**config.mk**
```make
export PLATFORM = sky130hd
export DESIGN_NAME = bfa_cell
export DESIGN_NICKNAME = d
export VERILOG_FILES = /design/src/rtl/best_fit_block_allocator_top_defines.svh /design/src/rtl/bfa_pkg.sv /design/src/rtl/bfa_cell.sv
export SDC_FILE = /design/constraint.sdc
export NUM_CORES = 1
export LEC_CHECK = 0
export BUFFER_PORTS_ARGS = -buffer_cell sky130_fd_sc_hd__buf_4
export CELL_PAD_IN_SITES_DETAIL_PLACEMENT = 1
export CELL_PAD_IN_SITES_GLOBAL_PLACEMENT = 1
export CORE_UTILIZATION = 35
export DETAILED_ROUTE_END_ITERATION = 8
export PLACE_DENSITY_LB_ADDON = 0.15
export SLEW_MARGIN = 20
export SYNTH_ARGS = -nofsm -noshare
export SYNTH_HDL_FRONTEND = slang
export SYNTH_SLANG_ARGS = --single-unit
```
**constraint.sdc**
```tcl
create_clock -name clk_i -period 7.75 [get_ports clk_i]
set_input_delay 1.55 -clock clk_i [delete_from_list [all_inputs] [get_ports clk_i]]
set_output_delay 1.55 -clock clk_i [all_outputs]
set_load 0.02 [all_outputs]
```
**src/rtl/best_fit_block_allocator_top_defines.svh**
```systemverilog
// Assertion macros for the best-fit block allocator.
`ifndef BEST_FIT_BLOCK_ALLOCATOR_TOP_DEFINES_SVH
`define BEST_FIT_BLOCK_ALLOCATOR_TOP_DEFINES_SVH

// Condition must hold at every clock edge out of reset.
`define BFA_ASSERT_ALWAYS(label, cond, msg) \
  label: assert property (@(posedge clk_i) disable iff (!rst_ni) (cond)) else $error(msg);

// Antecedent implies consequent in the same cycle.
`define BFA_ASSERT_IMPL(label, ante, cons, msg) \
  label: assert property (@(posedge clk_i) disable iff (!rst_ni) (ante) |-> (cons)) \
    else $error(msg);

// Antecedent implies consequent in the next cycle.
`define BFA_ASSERT_NEXT(label, ante, cons, msg) \
  label: assert property (@(posedge clk_i) disable iff (!rst_ni) (ante) |=> (cons)) \
    else $error(msg);

`endif

```
**src/rtl/bfa_pkg.sv**
```systemverilog
// Shared types and constants of the best-fit block allocator.
package bfa_pkg;

  localparam int unsigned PAGES_DEF        = 16;
  localparam int unsigned SLOTS_DEF        = 64;
  localparam int unsigned HEADER_BYTES_DEF = 16;
  localparam int unsigned PAGE_BYTES       = 4096;
  localparam int unsigned PAGE_SHIFT       = 12;
  localparam int unsigned ADDR_W           = 16;
  localparam int unsigned SIZE_W           = 12;
  localparam int unsigned STORE_DEPTH      = 8192;
  localparam int unsigned STORE_AW         = 13;
  localparam int unsigned LIMIT_W          = 5;
  localparam logic [LIMIT_W-1:0] LIMIT_RST = 5'd16;

  localparam logic OP_ALLOC = 1'b0;
  localparam logic OP_FREE  = 1'b1;

  typedef enum logic [1:0] {
    ST_OK       = 2'd0,
    ST_NO_PAGE  = 2'd1,
    ST_TBL_FULL = 2'd2
  } status_e;

  typedef struct packed {
    logic [ADDR_W-1:0] hdr;
    logic [SIZE_W-1:0] size;
  } entry_t;

  typedef struct packed {
    logic              found;
    logic [SIZE_W-1:0] size;
    logic [ADDR_W-1:0] hdr;
  } cand_t;

  typedef struct packed {
    logic remove;
    logic push;
  } cell_ctrl_t;

endpackage

```
**src/rtl/bfa_cell.sv**
```systemverilog
// One free-slot cell: holds an entry and passes the best-fit candidate on.
module bfa_cell import bfa_pkg::*; #(
  parameter int unsigned SLOTS = SLOTS_DEF,
  parameter int unsigned IDX   = 0
) (
  input  logic                       clk_i,
  input  cell_ctrl_t                 ctrl_i,
  input  logic [$clog2(SLOTS)-1:0]   rm_idx_i,
  input  logic [$clog2(SLOTS+1)-1:0] count_i,
  input  entry_t                     push_i,
  input  entry_t                     nbr_i,
  input  logic [SIZE_W:0]            req_i,
  input  cand_t                      cand_i,
  input  logic [$clog2(SLOTS)-1:0]   cidx_i,
  output entry_t                     entry_o,
  output cand_t                      cand_o,
  output logic [$clog2(SLOTS)-1:0]   cidx_o
);

  localparam int unsigned IW = $clog2(SLOTS);
  localparam int unsigned CW = $clog2(SLOTS+1);

  entry_t         entry_q;
  cand_t          cand_q;
  logic [IW-1:0]  cidx_q;
  logic           valid;
  logic           take;

  assign valid = CW'(IDX) < count_i;
  // <= prefers the later (newer) entry on equal sizes
  assign take  = valid && ({1'b0, entry_q.size} >= req_i) &&
                 (!cand_i.found || entry_q.size <= cand_i.size);

  always_ff @(posedge clk_i) begin
    if (take) begin
      cand_q <= '{found: 1'b1, size: entry_q.size, hdr: entry_q.hdr};
      cidx_q <= IW'(IDX);
    end else begin
      cand_q <= cand_i;
      cidx_q <= cidx_i;
    end
    if (ctrl_i.remove && (IW'(IDX) >= rm_idx_i)) begin
      entry_q <= nbr_i;
    end else if (ctrl_i.push && (CW'(IDX) == count_i)) begin
      entry_q <= push_i;
    end
  end

  assign entry_o = entry_q;
  assign cand_o  = cand_q;
  assign cidx_o  = cidx_q;

endmodule

```
==> results of run 1 <==
## logic make-up after synthesis
family | Yosys count
DFF | 63
AOI/OAI and AO/OA | 21
buffers and inverters | 29
muxes | 56
and+or+nand+nor | 30
adders and majority gates | 24
## critical path: stages
cell	delay, ns
buf_4	0.08
inv_1	0.03
ha_1	0.29
and4_1	0.20
a21oi_1	0.07
a2111oi_1	0.55
nor2_2	0.11
nor2_4	0.43
buf_4	0.43
mux2_2	0.37
## final cells by class
cell class / instances / area (µm²)
clock buffer: 10 / 128
clock inverter: 6 / 85.1
fill: 912 / 3590
inverter: 23 / 86.3
multi-input combinational: 131 / 1350
sequential: 63 / 1540
tap: 105 / 131
timing repair buffer: 185 / 1390
## worst max-delay path by stage
stage	from	end	slack (ns)	cells after the start
6_report	req_i[3]	cand_o[27]	3.85	10
5_1_grt	req_i[3]	cand_o[27]	3.65	10
4_1_cts	req_i[3]	cand_o[1]	3.83	10
3_5_place_dp	req_i[3]	cand_o[27]	3.50	10
3_3_place_gp	req_i[3]	cand_o[2]	3.54	10
2_1_floorplan	req_i[3]	cand_o[23]	4.23	9
## stage by stage
stage / setup slack [ns] / power (mW)
2_1_floorplan: 4.23 / 0.443
3_3_place_gp: 3.54 / 0.517
3_5_place_dp: 3.50 / 0.522
4_1_cts: 3.83 / 0.831
5_1_grt: 3.65 / 0.853
6_report: 3.85 / 0.820
## sequential cells by signal, summed over array words and instances, names as in the netlist
register  cells
entry_o      28
cand_o       29
cidx_o        6
## metal layers
layer	routed length [µm]	share of wire (%)	track usage [%]	up-vias
li1	-	-	-	1189
met5	0	0	0	-
met4	130	1.6	6.94	0
met3	721	8.8	5.98	11
met2	4320	53	32.7	100
met1	3040	37	19.3	1148
## synth_stat cells
library cell | number | area, µm²
ha_1 | 24 | 300
a21oi_1 | 9 | 45.0
nor2_2 | 1 | 6.26
o211ai_1 | 1 | 7.51
buf_6 | 1 | 11.3
nor4_1 | 1 | 6.26
nor2_4 | 1 | 11.3
buf_12 | 2 | 40.0
a211o_1 | 1 | 8.76
and3_1 | 1 | 6.26
nand3_1 | 1 | 5.00
nand2b_1 | 2 | 12.5
o41ai_2 | 1 | 16.3
clkbuf_1 | 2 | 7.51
mux2_2 | 32 | 360
a21o_1 | 2 | 15.0
or3_1 | 1 | 6.26
o21ai_0 | 2 | 10.0
nand2_1 | 7 | 26.3
or4_4 | 1 | 11.3
nor3_1 | 1 | 5.00
mux2_4 | 24 | 360
o32ai_1 | 1 | 8.76
and4_1 | 1 | 8.76
and4b_1 | 1 | 10.0
nand4_1 | 3 | 18.8
dfxtp_1 | 35 | 701
edfxtp_1 | 28 | 841
o31ai_1 | 1 | 7.51
nor4b_1 | 1 | 8.76
o21a_1 | 1 | 7.51
nor2b_1 | 7 | 43.8
a31oi_1 | 1 | 6.26
inv_1 | 23 | 86.3
buf_1 | 1 | 3.75
a2111oi_1 | 1 | 10.0
## power breakdown
group          switching, mW  internal [mW]  leakage [nW]
sequential           0.00505          0.362         0.547
clock                  0.128          0.180         0.102
combinational         0.0568         0.0879          1.62
total                  0.190          0.630          2.27
==> results.md, run 1 <==
- Proportion of layout cells with a drive suffix above 1: 62.2%
- Pin count of the biggest net entering global routing: 30
- Initial drt markers: 23
- Period minus WS final: 3.90 ns
- Area growth, synth to finish: 54.9%
- Drt drc: 0
- Tightest Hold Check Type: reg -> reg
- Post-synthesis compound-gate area fraction: 4.69%
- Core Region: 0.00830 mm²
- Hpwl dp: 6.65 mm
- Hold WS: 0.506 ns
- Io pins: 183
- Cells after DPL: 507
- Slew Limit Fails: 0
- Status: finished clean
- Pwr/cell area: 174 mW/mm²
- Final #Nets: 557
- CTS Buf Count: 9
- Syn Inst Count: 223
- Critical Path Start Type: input port
- Min-Delay Startpoint: entry_o[22]
- Die X-Extent: 95.2 µm
- Clk_skew: 0.0141 ns
- Root Buffer: clkbuf_8
- Clock Latency Late Sink: 0.33 ns
- Max Fclk: 257 MHz
- DRT antenna net count: 0
- CTS resizes: 0
- Multiplexer share of the synthesized area: 23.7%
- Unique masters post-synth: 36
- Synthesized flop and latch total: 63
- Sequential share of the synthesized area: 50.7%
- Clock-pin slew on the worst setup and hold paths: 0.08 ns
- Initial antenna violation count: 0
- Final Util: 56.8%
- Reg2Reg Depth: 8
- Setup TNS: 0 ns
- R2r setup slk: 4.68 ns
- Min-Delay Endpoint: cand_o[10]
- RSZ-0062 raised after global routing: no
- Routed wire length: 8.22 mm
- Slew @ Worst Pin: 0.669 ns
- RR Endpoint: cand_o[27]
- Setup crit end kind: register
- CP Class: in -> reg
- Clk buf depth: 2
- Detailed-route vias per instance: 4.68
- Port Buf Inserts: 182
- GRT Util Overall: 18.1%
- Yosys Warn Count: 0
- Crit-path max FO: 23
- Synth Cell Area: 0.00304 mm²
- Gpl congestion: 0.723
- R2r startpoint: entry_o[3]
- Total grt overflow: 0
- Simple-Gate Fraction of Synth Area: 6.13%
- Cell depth of the worst hold path: 1
- DRT Pass-1 Iters: 4
- Average cell area after synthesis: 13.6 µm²
- Clock sink total: 63
- Max H-tree Level: 3
- Vias in the first global route: 2,538
- XOR/XNOR Fraction of Synth Area: 0%
- Hold Fails Final Rpt: 0
- Adder-cell area share of the yosys netlist: 9.88%
- Die footprint: 0.00906 mm²
- First-pass GRT wire length: 12.0 mm
- Largest family of logic cells by synthesized area: multiplexers
- Num rows: 33
- Syn Nets: 367
- CP arrival: 4.12 ns
- Design Area, Final: 0.00471 mm²
- Max-Cap Viols: 0
- Drt wl/cell: 15.7 µm
- Most common cell after layout, fill and taps aside: buf_4
- CTS tree: built
- Required time worst endpoint: 7.97 ns
- Peak supply drop: 116 µV
- Setup-failing EPs final: 0
- Dpl cell area: 0.00450 mm²
- Static Leak: 2.27 nW
- Cts hold-fix bufs: 0
- Starting density of the core: 36.6%
- Postcts setup bufs: 0
- Commonest cells after routing, fill and taps aside: buf_4 (185), dfxtp_1 (35), mux2_2 (32), edfxtp_1 (28)
- Cell Count, Final, Fillers Out: 523
- Slew margin rel.: 55.3%
- Die Y: 95.2 µm
- Fin crit share: 50.3%
- # diodes: 0
- Via count of the routed design: 2,448
(Power assumes the default switching activity.)
==> run 2: changes to the inputs <==
--- a/config.mk
+++ b/config.mk
@@ -8,7 +8,7 @@
 export BUFFER_PORTS_ARGS = -buffer_cell sky130_fd_sc_hd__buf_4
 export CELL_PAD_IN_SITES_DETAIL_PLACEMENT = 1
 export CELL_PAD_IN_SITES_GLOBAL_PLACEMENT = 1
-export CORE_UTILIZATION = 35
+export CORE_UTILIZATION = 32
 export DETAILED_ROUTE_END_ITERATION = 8
 export PLACE_DENSITY_LB_ADDON = 0.15
 export SLEW_MARGIN = 20
==> constraint.sdc (replaced) <==
create_clock -name clk_i -period 3.6 [get_ports clk_i]
set_input_delay 0.72 -clock clk_i [delete_from_list [all_inputs] [get_ports clk_i]]
set_output_delay 0.72 -clock clk_i [all_outputs]
set_load 0.02 [all_outputs]
==> results.md, run 2 (synthesis results as in run 1) <==
- Slew margin rel.: 58.2% (was 55.3%)
- Required time worst endpoint: 3.83 ns (was 7.97 ns)
- Max-Cap Viols: 0 (unchanged)
- Reg2Reg Depth: 8 (unchanged)
- Num rows: 35 (was 33)
- Drt drc: 0 (unchanged)
- P_int: 1.38 mW (was 0.630 mW)
- Postcts setup bufs: 0 (unchanged)
- Most common cell after layout, fill and taps aside: buf_4 (unchanged)
- P_sw: 0.415 mW (was 0.190 mW)
- Comb power frac: 17.5% (was 17.7%)
- Clk buf depth: 2 (unchanged)
- Cells after DPL: 533 (was 507)
- Clock Latency Late Sink: 0.34 ns (was 0.33 ns)
- Die Y: 99.5 µm (was 95.2 µm)
- CTS tree: built (unchanged)
- DRT Pass-1 Iters: 4 (unchanged)
- First-pass GRT wire length: 12.8 mm (was 12.0 mm)
- Io pins: 183 (unchanged)
- Total grt overflow: 0 (unchanged)
- Commonest cells after routing, fill and taps aside: buf_4 (187), dfxtp_1 (35), mux2_2 (32), edfxtp_1 (28) (was buf_4 (185), dfxtp_1 (35), mux2_2 (32), edfxtp_1 (28))
- Filler Cells Inserted: 1,019 (was 912)
- Peak supply drop: 187 µV (was 116 µV)
- CTS Buf Count: 9 (unchanged)
- Static Leak: 2.28 nW (was 2.27 nW)
- Pin count of the biggest net entering global routing: 22 (was 30)
- Final #Nets: 559 (was 557)
- Die X-Extent: 99.5 µm (was 95.2 µm)
- Starting density of the core: 32.9% (was 36.6%)
- RR Endpoint: cand_o[27] (unchanged)
- CP arrival: 2.95 ns (was 4.12 ns)
- Proportion of layout cells with a drive suffix above 1: 61.9% (was 62.2%)
- Gpl congestion: 0.710 (was 0.723)
- Vias in the first global route: 2,674 (was 2,538)
- Max H-tree Level: 3 (unchanged)
- Tightest Hold Check Type: reg -> reg (unchanged)
- Min-Delay Startpoint: entry_o[19] (was entry_o[22])
- Register share of total power: 44.0% (was 44.8%)
- Clk pwr share: 38.5% (was 37.5%)
- R2r startpoint: entry_o[3] (unchanged)
- Critical Path Start Type: register (was input port)
- Dpl cell area: 0.00454 mm² (was 0.00450 mm²)
- Period minus WS final: 2.72 ns
- GRT Util Overall: 17.1% (was 18.1%)
- R2r setup slk: 0.88 ns (was 4.68 ns)
- Die footprint: 0.00990 mm² (was 0.00906 mm²)
- CP Class: reg -> reg (was in -> reg)
- Drt wl/cell: 15.1 µm (was 15.7 µm)
- Slew @ Worst Pin: 0.625 ns (was 0.669 ns)
- Slew Limit Fails: 0 (unchanged)
- Max Fclk: 367 MHz
- Total power: 1.80 mW (was 0.820 mW)
- Clk_skew: 0.0108 ns (was 0.0141 ns)
- Number of flip-flops in the largest register: 29 (unchanged)
- Via count of the routed design: 2,474 (was 2,448)
- Hold WS: 0.510 ns (was 0.506 ns)
- # diodes: 0 (unchanged)
- Setup-failing EPs final: 0 (unchanged)
- Fin crit share: 75.6%
- Core Region: 0.00924 mm² (was 0.00830 mm²)
- Clock sink total: 63 (unchanged)
- Sw Ratio: 23.1% (about the same)
- Crit-path max FO: 21 (was 23)
- Root Buffer: clkbuf_8 (unchanged)
- Design Area, Final: 0.00476 mm² (was 0.00471 mm²)
- Pwr/cell area: 377 mW/mm² (was 174 mW/mm²)
- RSZ-0062 raised after global routing: no (unchanged)
- CTS resizes: 0 (unchanged)
- Setup crit end kind: register (unchanged)
- Cts hold-fix bufs: 0 (unchanged)
- Setup TNS: 0 ns (unchanged)
- Routed wire length: 8.27 mm (was 8.22 mm)
- Area growth, synth to finish: 56.5% (was 54.9%)
- Initial drt markers: 18 (was 23)
- Clock-pin slew on the worst setup and hold paths: 0.07 ns (was 0.08 ns)
- Cell depth of the worst hold path: 1 (unchanged)
- Detailed-route vias per instance: 4.51 (was 4.68)
- Status: finished clean (unchanged)
- Min-Delay Endpoint: cand_o[7] (was cand_o[10])
- Cell Count, Final, Fillers Out: 549 (was 523)
- Hpwl dp: 6.60 mm (was 6.65 mm)
- Hold Fails Final Rpt: 0 (unchanged)
- DRT antenna net count: 0 (unchanged)
- Initial antenna violation count: 0 (unchanged)
- Port Buf Inserts: 182 (unchanged)
-- run 2: worst max-delay path: stages, from the launching register on --
cell and delay, ns:
edfxtp_1 0.46, ha_1 0.35, and4_1 0.19, a21oi_1 0.07, a2111oi_1 0.52, nor2_2 0.11
nor2_4 0.13, buf_4 0.37, mux2_2 0.38
-- run 2: final cells by class --
| class | count | area, µm² | area share (%) |
|---|---|---|---|
| flip-flops and latches | 63 | 1540 | 32.4 |
| clock buffers | 13 | 149 | 3.13 |
| repair buffers | 187 | 1400 | 29.5 |
| multi-input cells | 131 | 1350 | 28.4 |
| well taps | 129 | 161 | 3.39 |
| inverters | 23 | 86.3 | 1.81 |
| clock inverters | 3 | 67.6 | 1.42 |
-- run 2: routing by layer --
| layer | track usage, % | share of wire, % | wire length [µm] |
|---|---|---|---|
| met1 | 18.5 | 38 | 3140 |
| met2 | 30.7 | 52 | 4320 |
| met3 | 6.61 | 8.9 | 734 |
| met4 | 5.09 | 0.93 | 77 |
| met5 | 0 | 0 | 0 |
-- run 2: how the worst max path moves through the flow --
stage | from | endpoint | slack (ns)
after floorplan | req_i[3] | cand_o[23] | 0.91
after global placement | req_i[3] | cand_o[0] | 0.60
after detailed placement | req_i[3] | cand_o[1] | 0.55
after CTS | entry_o[3] | cand_o[0] | 0.86
after global routing | entry_o[3] | cand_o[0] | 0.73
final | entry_o[3] | cand_o[27] | 0.88
-- run 2: power groups by stage --
stage	clock network, mW	logic (mW)	registers, mW
after global placement	0	0.310	0.806
after detailed placement	0	0.317	0.807
after floorplan	0	0.105	0.849
after CTS	0.718	0.318	0.791
after global routing	0.742	0.339	0.794
final	0.692	0.314	0.790
-- run 2: metrics by stage --
stage / worst slack [ns] / utilization [%]
2_1_floorplan: 0.908 / -
3_3_place_gp: 0.601 / 49.2
3_5_place_dp: 0.550 / 49.2
4_1_cts: 0.865 / 51.5
5_1_grt: 0.728 / 51.5
6_report: 0.878 / 51.5
